$ cat config.mk
export PLATFORM = sky130hd
export DESIGN_NAME = event_interval_window_average
export DESIGN_NICKNAME = d
export VERILOG_FILES = /design/src/hw/rtl/eiwa_pkg.sv /design/src/hw/rtl/event_interval_window_average.sv /design/src/hw/rtl/eiwa_ram.sv
export SDC_FILE = /design/constraint.sdc
export NUM_CORES = 1
export LEC_CHECK = 0
export ABC_AREA = 1
export BUFFER_PORTS_ARGS = -buffer_cell sky130_fd_sc_hd__buf_2
export CAP_MARGIN = 5
export CORE_MARGIN = 1
export CORE_UTILIZATION = 55
export CTS_BUF_LIST = sky130_fd_sc_hd__clkbuf_8 sky130_fd_sc_hd__clkbuf_16
export CTS_CLUSTER_DIAMETER = 60
export CTS_CLUSTER_SIZE = 20
export DETAILED_ROUTE_END_ITERATION = 10
export GPL_TIMING_DRIVEN = 0
export PLACE_DENSITY = 0.72
export SYNTH_ARGS = -nofsm -noshare
export SYNTH_HDL_FRONTEND = slang
export SYNTH_SLANG_ARGS = --single-unit
$ cat constraint.sdc
create_clock -name clk -period 4.47 [get_ports clk]
set_clock_uncertainty 0.05 [all_clocks]
set_input_delay 0.447 -clock clk [delete_from_list [all_inputs] [get_ports clk]]
set_output_delay 0.447 -clock clk [all_outputs]
set_load 0.01 [all_outputs]
$ cat src/hw/rtl/eiwa_pkg.sv
`timescale 1ns / 1ps
`default_nettype none

package eiwa_pkg;

    // fixed field widths
    localparam int TICK_W    = 32;
    localparam int CFG_W     = 5;
    localparam int SAMPLES_W = 5;

    // serial divider: one quotient bit per cycle over the 32-bit mean
    localparam int DIV_STEPS = 32;
    localparam int DIV_CNT_W = 5;

    // reset value of the ready threshold
    localparam logic [CFG_W-1:0] MIN_READY_RESET = 5'd4;

    typedef enum logic [2:0] {
        ST_IDLE,
        ST_SUM,
        ST_SUM_END,
        ST_DIV,
        ST_FINISH
    } seq_state_t;

endpackage

`default_nettype wire

$ cat src/hw/rtl/event_interval_window_average.sv
`timescale 1ns / 1ps
`default_nettype none

// Moving average of the time between events.
// Input channel (in_valid/in_ready) carries one event: connect_time and tick_now.
// Output channel (out_valid/out_ready) returns one result per event: the floored
// mean of the stored intervals, the number of stored intervals and a ready flag.
// cfg_we/cfg_wdata write the ready threshold (min_samples_for_ready); write it
// only while no event is in flight.
// An event that stores an interval writes it into the ring, then sums the
// filled slots by reading the ring memory one slot a cycle, then runs a
// bit-serial divider (one quotient bit a cycle). The result is registered
// into the output register from the finish state once that register is free.
// An event that stores nothing (link down, first event after a restart) goes
// straight from idle to the finish state.
// in_ready is high only while the sequencer is idle; one event is worked on at
// a time, so the next event can be taken only after the previous one has left
// the finish state.
// A finished result waits in the output register, so the next event can be
// taken while the receiver stalls; a second result waits until the first one
// has been transferred.
// Reset clears the chain, the fill count, the mean and sets the threshold to 4.
// The ring memory is not cleared: only filled slots are ever summed.
module event_interval_window_average #(
    parameter int RING_SLOTS = 16
) (
    input  wire logic                           clk,
    input  wire logic                           rst_n,
    input  wire logic                           in_valid,
    output logic                                in_ready,
    input  wire logic [eiwa_pkg::TICK_W-1:0]    connect_time,
    input  wire logic [eiwa_pkg::TICK_W-1:0]    tick_now,
    output logic                                out_valid,
    input  wire logic                           out_ready,
    output logic      [eiwa_pkg::TICK_W-1:0]    average_interval,
    output logic      [eiwa_pkg::SAMPLES_W-1:0] samples_stored,
    output logic                                average_ready,
    input  wire logic                           cfg_we,
    input  wire logic [eiwa_pkg::CFG_W-1:0]     cfg_wdata
);

    localparam int TW     = eiwa_pkg::TICK_W;
    localparam int IDX_W  = (RING_SLOTS > 1) ? $clog2(RING_SLOTS) : 1;
    localparam int FILL_W = $clog2(RING_SLOTS + 1);
    localparam int CMP_W  = (FILL_W > eiwa_pkg::CFG_W) ? FILL_W : eiwa_pkg::CFG_W;
    localparam logic [IDX_W-1:0]  LAST_SLOT = IDX_W'(RING_SLOTS - 1);
    localparam logic [FILL_W-1:0] FULL_FILL = FILL_W'(RING_SLOTS);

    eiwa_pkg::seq_state_t state_reg, state_next;

    logic [eiwa_pkg::CFG_W-1:0]     min_ready_reg, min_ready_next;
    logic [TW-1:0]                  last_connect_reg, last_connect_next;
    logic [TW-1:0]                  last_tick_reg, last_tick_next;
    logic [IDX_W-1:0]               write_slot_reg, write_slot_next;
    logic [FILL_W-1:0]              fill_reg, fill_next;
    logic [TW-1:0]                  mean_reg, mean_next;
    logic [IDX_W-1:0]               rd_cnt_reg, rd_cnt_next;
    logic                           rd_vld_reg, rd_vld_next;
    logic [FILL_W-1:0]              rem_reg, rem_next;
    logic [TW-1:0]                  quo_reg, quo_next;
    logic [eiwa_pkg::DIV_CNT_W-1:0] div_cnt_reg, div_cnt_next;
    logic                           out_valid_reg, out_valid_next;
    logic [TW-1:0]                  out_avg_reg, out_avg_next;
    logic [eiwa_pkg::SAMPLES_W-1:0] out_cnt_reg, out_cnt_next;
    logic                           out_rdy_reg, out_rdy_next;

    // decoded control
    logic accept;
    logic restart;
    logic [TW-1:0] prev_tick;
    logic do_store;
    logic sum_last;
    logic div_last;
    logic finish_go;
    logic in_idle;
    logic in_sum;
    logic in_div;
    logic in_finish;

    // datapath helpers
    logic [TW-1:0]          interval;
    logic [FILL_W+TW-1:0]   acc_sum;
    logic [FILL_W:0]        trial;
    logic [FILL_W:0]        trial_diff;
    logic                   trial_ge;
    logic [CMP_W-1:0]       fill_ext;
    logic [CMP_W-1:0]       min_ext;
    logic [TW-1:0]          ram_rdata;

    // ring memory
    eiwa_ram #(
        .WIDTH (TW),
        .DEPTH (RING_SLOTS),
        .ADDR_W(IDX_W)
    ) u_ring (
        .clk  (clk),
        .we   (do_store),
        .waddr(write_slot_reg),
        .wdata(interval),
        .raddr(rd_cnt_reg),
        .rdata(ram_rdata)
    );

    // event decode
    assign accept    = in_valid && in_ready;
    assign restart   = connect_time < last_connect_reg;
    assign prev_tick = restart ? '0 : last_tick_reg;
    assign interval  = tick_now - prev_tick;
    assign do_store  = accept && (connect_time != '0) && (prev_tick != '0);
    assign sum_last  = (FILL_W'(rd_cnt_reg) == (fill_reg - FILL_W'(1)));
    assign div_last  = (div_cnt_reg == eiwa_pkg::DIV_CNT_W'(eiwa_pkg::DIV_STEPS - 1));
    assign finish_go = !out_valid_reg || out_ready;

    // shared arithmetic: accumulate and restoring divide step
    assign acc_sum    = {rem_reg, quo_reg} + (FILL_W + TW)'(ram_rdata);
    assign trial      = {rem_reg, quo_reg[TW-1]};
    assign trial_diff = trial - {1'b0, fill_reg};
    assign trial_ge   = (trial >= {1'b0, fill_reg});

    // ready threshold compare at a common width
    assign fill_ext = CMP_W'(fill_reg);
    assign min_ext  = CMP_W'(min_ready_reg);

    // next state
    always_comb
    begin
        state_next = state_reg;
        case (state_reg)
            eiwa_pkg::ST_IDLE:
            begin
                if (accept)
                begin
                    state_next = do_store ? eiwa_pkg::ST_SUM : eiwa_pkg::ST_FINISH;
                end
            end
            eiwa_pkg::ST_SUM:
            begin
                if (sum_last)
                begin
                    state_next = eiwa_pkg::ST_SUM_END;
                end
            end
            eiwa_pkg::ST_SUM_END:
            begin
                state_next = eiwa_pkg::ST_DIV;
            end
            eiwa_pkg::ST_DIV:
            begin
                if (div_last)
                begin
                    state_next = eiwa_pkg::ST_FINISH;
                end
            end
            eiwa_pkg::ST_FINISH:
            begin
                if (finish_go)
                begin
                    state_next = eiwa_pkg::ST_IDLE;
                end
            end
            default:
            begin
                state_next = eiwa_pkg::ST_IDLE;
            end
        endcase
    end

    // state decode
    always_comb
    begin
        in_idle   = 1'b0;
        in_sum    = 1'b0;
        in_div    = 1'b0;
        in_finish = 1'b0;
        case (state_reg)
            eiwa_pkg::ST_IDLE:    in_idle   = 1'b1;
            eiwa_pkg::ST_SUM:     in_sum    = 1'b1;
            eiwa_pkg::ST_SUM_END: in_sum    = 1'b0;
            eiwa_pkg::ST_DIV:     in_div    = 1'b1;
            eiwa_pkg::ST_FINISH:  in_finish = 1'b1;
            default:              in_idle   = 1'b0;
        endcase
    end

    assign in_ready = in_idle;

    // datapath next values
    always_comb
    begin
        min_ready_next    = min_ready_reg;
        last_connect_next = last_connect_reg;
        last_tick_next    = last_tick_reg;
        write_slot_next   = write_slot_reg;
        fill_next         = fill_reg;
        mean_next         = mean_reg;
        rd_cnt_next       = rd_cnt_reg;
        rd_vld_next       = in_sum;
        rem_next          = rem_reg;
        quo_next          = quo_reg;
        div_cnt_next      = div_cnt_reg;
        out_valid_next    = out_valid_reg;
        out_avg_next      = out_avg_reg;
        out_cnt_next      = out_cnt_reg;
        out_rdy_next      = out_rdy_reg;

        if (cfg_we)
        begin
            min_ready_next = cfg_wdata;
        end

        // event update: restart, link down, first event or stored interval
        if (accept)
        begin
            if (restart)
            begin
                last_tick_next = '0;
            end
            if (connect_time != '0)
            begin
                last_connect_next = connect_time;
                last_tick_next    = tick_now;
            end
            if (do_store)
            begin
                write_slot_next = (write_slot_reg == LAST_SLOT) ? '0
                                : write_slot_reg + IDX_W'(1);
                if (fill_reg < FULL_FILL)
                begin
                    fill_next = fill_reg + FILL_W'(1);
                end
            end
            rd_cnt_next  = '0;
            rem_next     = '0;
            quo_next     = '0;
            div_cnt_next = '0;
        end

        // walk the filled slots
        if (in_sum)
        begin
            rd_cnt_next = rd_cnt_reg + IDX_W'(1);
        end
        if (rd_vld_reg)
        begin
            {rem_next, quo_next} = acc_sum;
        end

        // one quotient bit per cycle
        if (in_div)
        begin
            rem_next     = trial_ge ? trial_diff[FILL_W-1:0] : trial[FILL_W-1:0];
            quo_next     = {quo_reg[TW-2:0], trial_ge};
            div_cnt_next = div_cnt_reg + eiwa_pkg::DIV_CNT_W'(1);
            if (div_last)
            begin
                mean_next = {quo_reg[TW-2:0], trial_ge};
            end
        end

        // output register
        if (out_valid_reg && out_ready)
        begin
            out_valid_next = 1'b0;
        end
        if (in_finish && finish_go)
        begin
            out_valid_next = 1'b1;
            out_avg_next   = mean_reg;
            out_cnt_next   = fill_ext[eiwa_pkg::SAMPLES_W-1:0];
            out_rdy_next   = (fill_ext >= min_ext);
        end
    end

    // control registers
    always_ff @(posedge clk or negedge rst_n)
    begin
        if (!rst_n)
        begin
            state_reg        <= eiwa_pkg::ST_IDLE;
            min_ready_reg    <= eiwa_pkg::MIN_READY_RESET;
            last_connect_reg <= '0;
            last_tick_reg    <= '0;
            write_slot_reg   <= '0;
            fill_reg         <= '0;
            mean_reg         <= '0;
            rd_vld_reg       <= 1'b0;
            out_valid_reg    <= 1'b0;
        end
        else
        begin
            state_reg        <= state_next;
            min_ready_reg    <= min_ready_next;
            last_connect_reg <= last_connect_next;
            last_tick_reg    <= last_tick_next;
            write_slot_reg   <= write_slot_next;
            fill_reg         <= fill_next;
            mean_reg         <= mean_next;
            rd_vld_reg       <= rd_vld_next;
            out_valid_reg    <= out_valid_next;
        end
    end

    // working and payload registers
    always_ff @(posedge clk)
    begin
        rd_cnt_reg  <= rd_cnt_next;
        rem_reg     <= rem_next;
        quo_reg     <= quo_next;
        div_cnt_reg <= div_cnt_next;
        out_avg_reg <= out_avg_next;
        out_cnt_reg <= out_cnt_next;
        out_rdy_reg <= out_rdy_next;
    end

    assign out_valid        = out_valid_reg;
    assign average_interval = out_avg_reg;
    assign samples_stored   = out_cnt_reg;
    assign average_ready    = out_rdy_reg;

    // checks
    a_fill_bound: assert property (@(posedge clk) disable iff (!rst_n)
        fill_reg <= FULL_FILL)
        else $error("fill count above ring size");

    a_slot_bound: assert property (@(posedge clk) disable iff (!rst_n)
        write_slot_reg <= LAST_SLOT)
        else $error("write slot outside ring");

    a_rem_bound: assert property (@(posedge clk) disable iff (!rst_n)
        in_div |-> (rem_reg < fill_reg))
        else $error("divider remainder not below divisor");

    a_busy_after_accept: assert property (@(posedge clk) disable iff (!rst_n)
        accept |=> !in_ready)
        else $error("event taken while previous one in flight");

endmodule

`default_nettype wire

$ cat src/hw/rtl/eiwa_ram.sv
`timescale 1ns / 1ps
`default_nettype none

module eiwa_ram #(
    parameter int WIDTH  = 32,
    parameter int DEPTH  = 16,
    parameter int ADDR_W = (DEPTH > 1) ? $clog2(DEPTH) : 1
) (
    input  wire logic              clk,
    input  wire logic              we,
    input  wire logic [ADDR_W-1:0] waddr,
    input  wire logic [WIDTH-1:0]  wdata,
    input  wire logic [ADDR_W-1:0] raddr,
    output logic      [WIDTH-1:0]  rdata
);

    logic [WIDTH-1:0] mem_reg [DEPTH];
    logic [WIDTH-1:0] rdata_reg;

    // single write port, registered read port
    always_ff @(posedge clk)
    begin
        if (we)
        begin
            mem_reg[waddr] <= wdata;
        end
        rdata_reg <= mem_reg[raddr];
    end

    assign rdata = rdata_reg;

endmodule

`default_nettype wire
==> results.tsv, run 1 <==
stage	metric	value	unit
outcome	outcome	finished with violations	
outcome	violations	DRC	
grt	grt_pass1_vias	23980	
cells_and_area	instances_no_fill	4009	
drt	wl	92.82	mm
grt	antenna_found_initial	1	
setup_path	arrival	4.53	ns
synth	syn_area	32960	um^2
sta	tightestPinTransition	1.367	ns
drt	vias_per_cell	6.130	
clock_network	cts_htree_levels	2	
power	internal_power	0.01004	W
worst_hold_path	hold_path_end	last_connect_reg[8]$_DFFE_PN0P_	
placement	gp_congestion	0.9403	
floorplanning	die_y	246.8	um
setup_path	endpoint_kind	flip-flop	
power	p_seq_share	58.6	%
drt	drtIter0Drc	3049	
synth	syn_avg_cell_area	11.06	um^2
clock_network	cts_buffers	51	
synth	post-synth-top-count-cell	edfxtp_1	
clock_network	clockBufferDepth	3	
synth	post_synth_num_cell_types	56	
synth	syn_nets	3169	
placement	hpwlAfterDp	65.46	mm
worst_hold_path	hold_start	connect_time[8]	
power	ir_worst_vdd	0.3138	mV
sta	period_needed	4.294	ns
drt	remaining_drc_errors	12	
synth	synth_area_leader_cell	edfxtp_1	
setup_path	r2r-end	u_ring.mem_reg[2][13]$_DFFE_PP_	
setup_path	path_common_cell	nand2_1	
cells_and_area	final_layout_size_suffix_gt1_share	10.82	%
placement	io_buffers	112	
setup_path	worst-path-buf-inv	4	
setup_path	cpPeakStageDelay	0.79	ns
power	p_comb_share	4.5	%
synth	seq_area_frac_synth	64.98	%
sta	hold_viol_final	0	
floorplanning	die_area	60910	um^2
clock_network	clk_latency	0.63	ns
worst_hold_path	hold_path.class	in2reg	
worst_hold_path	holdPathStages	3	
synth	async_flop_share	15.48	%
cells_and_area	seqCellArea	21420	um^2
setup_path	r2r_setup_slack	0.18	ns
job	max-cap-violations	0	
setup_path	critical_path_peak_fanout	16	
placement	dpl_worst_slack	-1.147	ns
cells_and_area	diodes	0	
floorplanning	fp.coreArea	59130	um^2
synth	synth_edf_count	596	
power	p_sw	0.002871	W
sta	setup_tns	0	ns
drt	vias	24580	
sta	fmax	0.2329	GHz
power	swShare	22.24	%
sta	maxSlewViolCount	0	
clock_network	cts_sinks	743	
sta	setup_slack	0.1765	ns
floorplanning	num_rows	89	
synth	synth_area_leaders	edfxtp_1 54%, dfrtp_1 8.7%, o21ai_0 6.6%	
setup_path	start_kind	flip-flop	
placement	placed_cells	3887	
setup_path	reg2reg_from	last_connect_reg[15]$_DFFE_PN0P_	
cells_and_area	syn_to_final_growth	14.14	%
grt	grt_pass1_wl	139.0	mm
drt	antenna_left	0	
setup_path	crit_family	simple AND/OR/NAND/NOR gates	
setup_path	slowest_stage	xor2_2	
sta	maxSlewHeadroom	8.555	%
synth	ys_warn_count	0	
cells_and_area	final.fill_count	4461	
setup_path	worstSetupPathType	reg2reg	
sta	setup_viol	0	
synth	syn_inst	2979	
clock_network	path_clk_slew	0.08	ns
grt	grt_max_degree	78	
power	leakage	13.97	nW
sta	finalCritPeriodShare	96.05	%
floorplanning	num_io_pins	114	
cells_and_area	multi_input_area	10890	um^2
grt	grt_usage	30.46	%
floorplanning	fp.dieW	246.8	um
grt	grt-ovfl-total	0	
synth	synthTopCellsByCount	596 x edfxtp_1, 435 x o21ai_0, 412 x nor2_1	
cells_and_area	largest_reg_flops	512	
synth	yosysTopAreaCellShare	54.30	%
clock_network	cts-root-buf	clkbuf_16	
clock_network	cts_tree	built	
setup_path	ff2ff_path_depth	20	
synth	ys_ff_latch	743	
power	cellPowerDensity	343.1	nW/um^2
setup_path	critical_path.cell_chain	inv_1 > ha_1 > nand2_1 > inv_1 > nand3_1 > nor3_1 > nand2_1 > nand2_1 > nand2_2 > nand2_4 > buf_4 > nand2_1 > ha_1 > nand2_1 > inv_1 > a21oi_4 > o21ai_4 > a21oi_4 > o21ai_4 > xor2_2	
synth	synth-main-ff-cell	edfxtp_1	
sta	rsz0062_at_grt	true	
setup_path	required	4.71	ns
power	clkPwrFrac	36.9	%
drt	firstDrtPassIters	10	
drt	avgRoutedWirePerCell	23.15	um
cells_and_area	nets	3384	
cells_and_area	fin_util	63.62	%
floorplanning	floorplan.initialDensity	55.74	%
[kinds of logic (layout without fill, tap and decap cells)]
group | Yosys count | count (layout) | synth area share (%)
flip-flops | 743 | 743 | 64.98
XOR/XNOR | 50 | 50 | 1.329
multiplexers | 3 | 3 | 0.1025
AND/OR/NAND/NOR | 865 | 865 | 10.34
buffers and inverters | 341 | 598 | 4.001
adder cells (fa/ha/maj) | 116 | 116 | 4.472
AO/OA/AOI/OAI | 861 | 861 | 14.77
[worst reg2reg max path: stages (launching register included)]
cell and delay, ns:
dfrtp_1 0.33, inv_1 0.05, ha_1 0.30, nand2_1 0.07
inv_1 0.05, nand3_1 0.08, nor3_1 0.14, nand2_1 0.07
nand2_1 0.10, nand2_2 0.07, nand2_4 0.17, buf_4 0.24
nand2_1 0.10, ha_1 0.42, nand2_1 0.11, inv_1 0.12
a21oi_4 0.09, o21ai_4 0.25, a21oi_4 0.12, o21ai_4 0.23
xor2_2 0.79
[final cells by class]
cell class	count	share of cell area, %
sequential	743	56.93
multi-input combinational	1895	28.94
timing repair buffer	163	3.665
clock buffer	53	3.525
tap	773	2.571
inverter	201	2.019
buffer	139	1.477
clock inverter	42	0.8714
[through the flow]
step                      area [um^2]  hold slack (ns)  total power [W]
after global placement          34490           0.3778         0.008126
after floorplan                 32960           0.1014         0.007932
after global routing            37620          0.02171          0.01324
after detailed placement        35110           0.3320         0.008158
after CTS                       37290        0.0005450          0.01287
final                           37620          0.01787          0.01291
[repair_timing]
action | in CTS | in global routing
setup endpoints to repair | 352 | 364
endpoints found under the hold margin | 48 | 0
resized for setup | 40 | 38
setup buffers | 7 | 9
gates cloned | 0 | 0
hold buffers | 11 | 0
pin swaps | 3 | 11
[power groups by stage]
| stage | clock (W) | combinational, W | sequential, W |
|---|---|---|---|
| 2_1_floorplan | 0 | 0.000218 | 0.00771 |
| 3_3_place_gp | 0 | 0.000407 | 0.00772 |
| 3_5_place_dp | 0 | 0.000441 | 0.00772 |
| 4_1_cts | 0.00480 | 0.000513 | 0.00756 |
| 5_1_grt | 0.00507 | 0.000618 | 0.00756 |
| 6_report | 0.00477 | 0.000581 | 0.00756 |
[worst max path at each step]
stage | end | depth (start not counted) | from | slack [ns]
2_1_floorplan | u_ring.mem_reg[0][22]$_DFFE_PP_ | 23 | connect_time[5] | 0.30
3_3_place_gp | u_ring.mem_reg[4][11]$_DFFE_PP_ | 19 | connect_time[15] | -1.43
3_5_place_dp | u_ring.mem_reg[3][22]$_DFFE_PP_ | 24 | connect_time[5] | -1.15
4_1_cts | u_ring.mem_reg[7][26]$_DFFE_PP_ | 27 | last_connect_reg[15]$_DFFE_PN0P_ | -0.17
5_1_grt | u_ring.mem_reg[4][25]$_DFFE_PP_ | 26 | last_connect_reg[3]$_DFFE_PN0P_ | -0.05
6_report | u_ring.mem_reg[2][13]$_DFFE_PP_ | 20 | last_connect_reg[15]$_DFFE_PN0P_ | 0.18
[per-layer routing]
layer / part of all wire [%] / global-route usage [%] / vias to the layer above / wire length (um)
li1: - / - / 11090 / -
met2: 49 / 51.97 / 1385 / 45430
met4: 4.6 / 13.24 / 0 / 4282
met3: 9.4 / 5.969 / 279 / 8714
met5: 0 / 0 / - / 0
met1: 37 / 37.70 / 11820 / 34400
[cell usage in the layout (no fill, tap or decap), types with 13 or more instances in the layout]
cell	instances
a21oi_1	107
a31oi_1	18
buf_12	23
buf_2	129
clkbuf_1	115
clkbuf_16	53
dfrtp_1	114
dfxtp_1	32
edfxtp_1	596
ha_1	110
inv_1	220
nand2_1	373
nand3_1	26
nor2_1	395
nor2_4	18
nor3_1	14
o211ai_1	31
o21ai_0	435
o21ai_1	13
o22ai_1	172
xor2_1	16
No activity file was read; power rests on OpenSTA's default activity.
==> run 2: changes to the inputs <==
--- a/config.mk
+++ b/config.mk
@@ -18,4 +18,5 @@
 export PLACE_DENSITY = 0.72
 export SYNTH_ARGS = -nofsm -noshare
 export SYNTH_HDL_FRONTEND = slang
+export SYNTH_HIERARCHICAL = 1
 export SYNTH_SLANG_ARGS = --single-unit
==> run 2 against run 1 <==
Net effect:
- the flow now finishes without violations
- worst hold slack lost 0.0016 ns
- setup slack worse by 0.047 ns
- final cell count rose by 18%
- sequential share of layout area fell by 3.7 points
- core utilization about the same
- combinational power increased to 23 times the previous value
- non-clock buffer count rose by 5
- highest routed layer is now met5
==> results.tsv, run 2 <==
stage	metric	value	unit	change
grt	antenna_found_initial	1		unchanged
cells_and_area	fin_util	63.64	%	about the same
floorplanning	die_y	255.3	um	+3.4%
sta	tightestPinTransition	1.049	ns	-0.3183 ns
setup_path	critical_path.cell_chain	inv_1 > ha_1 > a21oi_1 > nor2_1 > nor2_1 > nand3_1 > a21oi_1 > nand2_4 > buf_6 > buf_4 > nand2_1 > inv_1 > ha_1 > fa_2 > o21ai_4 > buf_4 > a21oi_4 > o21ai_4 > a31oi_4 > o21ai_4 > a21oi_2 > nand2_2 > nand2_4		
synth	synth-main-ff-cell	edfxtp_1		
placement	gp_congestion	0.9149		-2.7%
synth	ys_warn_count	6		+6
synth	async_flop_share	15.48	%	unchanged
sta	setup_viol	0		unchanged
setup_path	path_common_cell	o21ai_4		
cells_and_area	final_common_cell	nand2_1		
cells_and_area	seqCellArea	21420	um^2	unchanged
sta	rsz0062_at_grt	true		
synth	yosysTopAreaCellShare	50.72	%	-3.6 points
floorplanning	fp.dieW	255.3	um	+3.4%
worst_hold_path	hold_path.class	in2reg		
synth	synth_edf_count	596		unchanged
cells_and_area	final_layout_size_suffix_gt1_share	11.42	%	+0.60 points
drt	wl	91.99	mm	-0.89%
placement	placed_cells	4609		+19%
cells_and_area	nets	4036		+19%
power	ir_worst_vdd	0.5520	mV	+76%
setup_path	worstSetupPathType	reg2reg		
setup_path	start_kind	flip-flop		
setup_path	cpPeakStageDelay	0.38	ns	-0.41 ns
grt	grt_max_degree	75		-3.8%
sta	maxSlewHeadroom	30.08	%	+22 points
cells_and_area	syn_to_final_growth	13.99	%	
cells_and_area	final_cell_mix	1030 x nand2_1, 602 x inv_1, 596 x edfxtp_1, 408 x nand3_1, 162 x buf_2		
setup_path	arrival	4.63	ns	+0.10 ns
drt	antenna_left	0		unchanged
grt	grt_pass1_wl	138.2	mm	-0.59%
cells_and_area	largest_reg_flops	512		unchanged
clock_network	cts_tree	built		
job	max-cap-violations	0		unchanged
cells_and_area	final.fill_count	4920		+10%
sta	fmax	0.2304	GHz	-1.1%
clock_network	path_clk_slew	0.08	ns	about the same
synth	synth_area_leaders	edfxtp_1 51%, nand2_1 11%, dfrtp_1 8.1%		
drt	remaining_drc_errors	0		-12
sta	maxSlewViolCount	0		unchanged
cells_and_area	multi_input_area	11480	um^2	+5.4%
drt	firstDrtPassIters	8		-2
synth	post-synth-top-count-cell	nand2_1		
outcome	outcome	completed		
drt	vias	25800		+5.0%
synth	ys_ff_latch	743		unchanged
synth	syn_avg_cell_area	9.734	um^2	-12%
grt	grt-ovfl-total	0		unchanged
synth	synth_area_leader_cell	edfxtp_1		
synth	seq_area_frac_synth	60.70	%	-4.3 points
power	leakage	17.57	nW	+26%
setup_path	required	4.76	ns	+0.05 ns
clock_network	cts-root-buf	clkbuf_16		
drt	vias_per_cell	5.450		-11%
placement	io_buffers	112		unchanged
synth	syn_inst	3625		+22%
clock_network	cts_buffers	52		+2.0%
sta	finalCritPeriodShare	97.10	%	+1.1 points
placement	hpwlAfterDp	64.56	mm	-1.4%
floorplanning	fp.coreArea	63200	um^2	+6.9%
setup_path	critical_path_peak_fanout	10		-6
grt	grt_pass1_vias	24580		+2.5%
drt	avgRoutedWirePerCell	19.43	um	-16%
clock_network	cts_sinks	743		unchanged
floorplanning	num_rows	92		+3.4%
grt	grt_usage	28.33	%	-2.1 points
floorplanning	floorplan.initialDensity	55.83	%	+0.093 points
sta	period_needed	4.340	ns	+0.04695 ns
cells_and_area	instances_no_fill	4735		+18%
synth	syn_area	35290	um^2	+7.1%
setup_path	endpoint_kind	flip-flop		
clock_network	cts_htree_levels	2		unchanged
floorplanning	die_area	65170	um^2	+7.0%
clock_network	clk_latency	0.64	ns	about the same
sta	hold_viol_final	0		unchanged
power	cellPowerDensity	722.6	nW/um^2	+110%
floorplanning	num_io_pins	114		unchanged
synth	post_synth_num_cell_types	58		+3.6%
synth	synthTopCellsByCount	1045 x nand2_1, 596 x edfxtp_1, 589 x inv_1		
clock_network	clockBufferDepth	3		unchanged
setup_path	slowest_stage	fa_2		
synth	syn_nets	3812		+20%
drt	drtIter0Drc	2469		-19%
==> run 2: final cells by class <==
cell class	instances	share of cell area, %
multi-input cells	2149	28.54
plain buffers	140	2.159
clock buffers	57	3.462
inverters	596	5.569
well taps	846	2.632
repair buffers	167	3.494
flip-flops and latches	743	53.25
diodes	1	0.006222
clock inverters	36	0.8866
==> run 2: logic make-up after synthesis <==
kind of cell / Yosys count / synth area share, %
adders and majority gates: 113 / 4.071
AOI/OAI and AO/OA: 369 / 6.220
buffers and inverters: 736 / 8.794
muxes: 1 / 0.03191
and+or+nand+nor: 1613 / 18.95
xor gates and xnor gates: 50 / 1.241
DFF: 743 / 60.70
==> run 2: critical path, delay by kind of cell, from the launching register on <==
kind                     cells  cell delay (ns)
buffers and inverters        5             0.60
flip-flops                   1             0.37
AO/OA/AOI/OAI                8             1.44
AND/OR/NAND/NOR              7             0.75
adder cells (fa/ha/maj)      3             0.82
==> run 2: what timing repair did <==
| action | in CTS | in global routing |
|---|---|---|
| setup buffers | 2 | 13 |
| pin swaps | 3 | 24 |
| setup endpoints to repair | 307 | 314 |
| hold endpoints to repair | 53 | 0 |
| hold buffers | 13 | 0 |
| gates cloned | 0 | 4 |
| gates resized for setup | 37 | 62 |
==> run 2: power breakdown <==
group	switching [W]	total, W	internal, W
logic	0.00920	0.0134	0.00418
registers	0.000559	0.0107	0.0102
clock network	0.00247	0.00496	0.00249
total	0.0122	0.0291	0.0168
==> run 2: routing by layer <==
metal / track usage, % / vias up / share of wire (%)
met5: 0 / - / 0.014
met4: 10.09 / 2 / 3.4
met3: 4.780 / 214 / 9.3
met2: 48.32 / 1182 / 49
met1: 36.48 / 12030 / 39
li1: - / 12380 / -
==> run 2: final timing paths <==
path	depth (start not counted)	from	slack, ns	endpoint
worst max-delay path	23	last_connect_reg[21]$_DFFE_PN0P_	0.13	u_ring/mem_reg[13][30]$_DFFE_PP_
worst min-delay path	3	tick_now[30]	0.02	last_tick_reg[30]$_DFFE_PN0P_
worst max register to register	23	last_connect_reg[21]$_DFFE_PN0P_	0.13	u_ring/mem_reg[13][30]$_DFFE_PP_
worst min register to register	0	mean_reg[21]$_DFFE_PN0P_	0.40	average_interval[21]$_DFFE_PP_
max in group asynchronous	3	rst_n	3.37	mean_reg[6]$_DFFE_PN0P_
min in group asynchronous	2	rst_n	0.24	last_connect_reg[20]$_DFFE_PN0P_
==> run 2: metrics by stage <==
step | hold WS (ns) | setup WS, ns | setup TNS [ns] | cell area [um^2] | total power [W]
final | 0.01628 | 0.1295 | 0 | 40220 | 0.02906
after global routing | 0.01671 | -0.08916 | -2.228 | 40220 | 0.03071
after CTS | 0.0002848 | -0.03152 | -1.026 | 39740 | 0.02827
after detailed placement | 0.3302 | -1.052 | -163.68 | 37580 | 0.02303
after global placement | 0.3786 | -1.690 | -966.71 | 36900 | 0.02253
after floorplan | 0.1014 | 0.2573 | 0 | 35290 | 0.01867
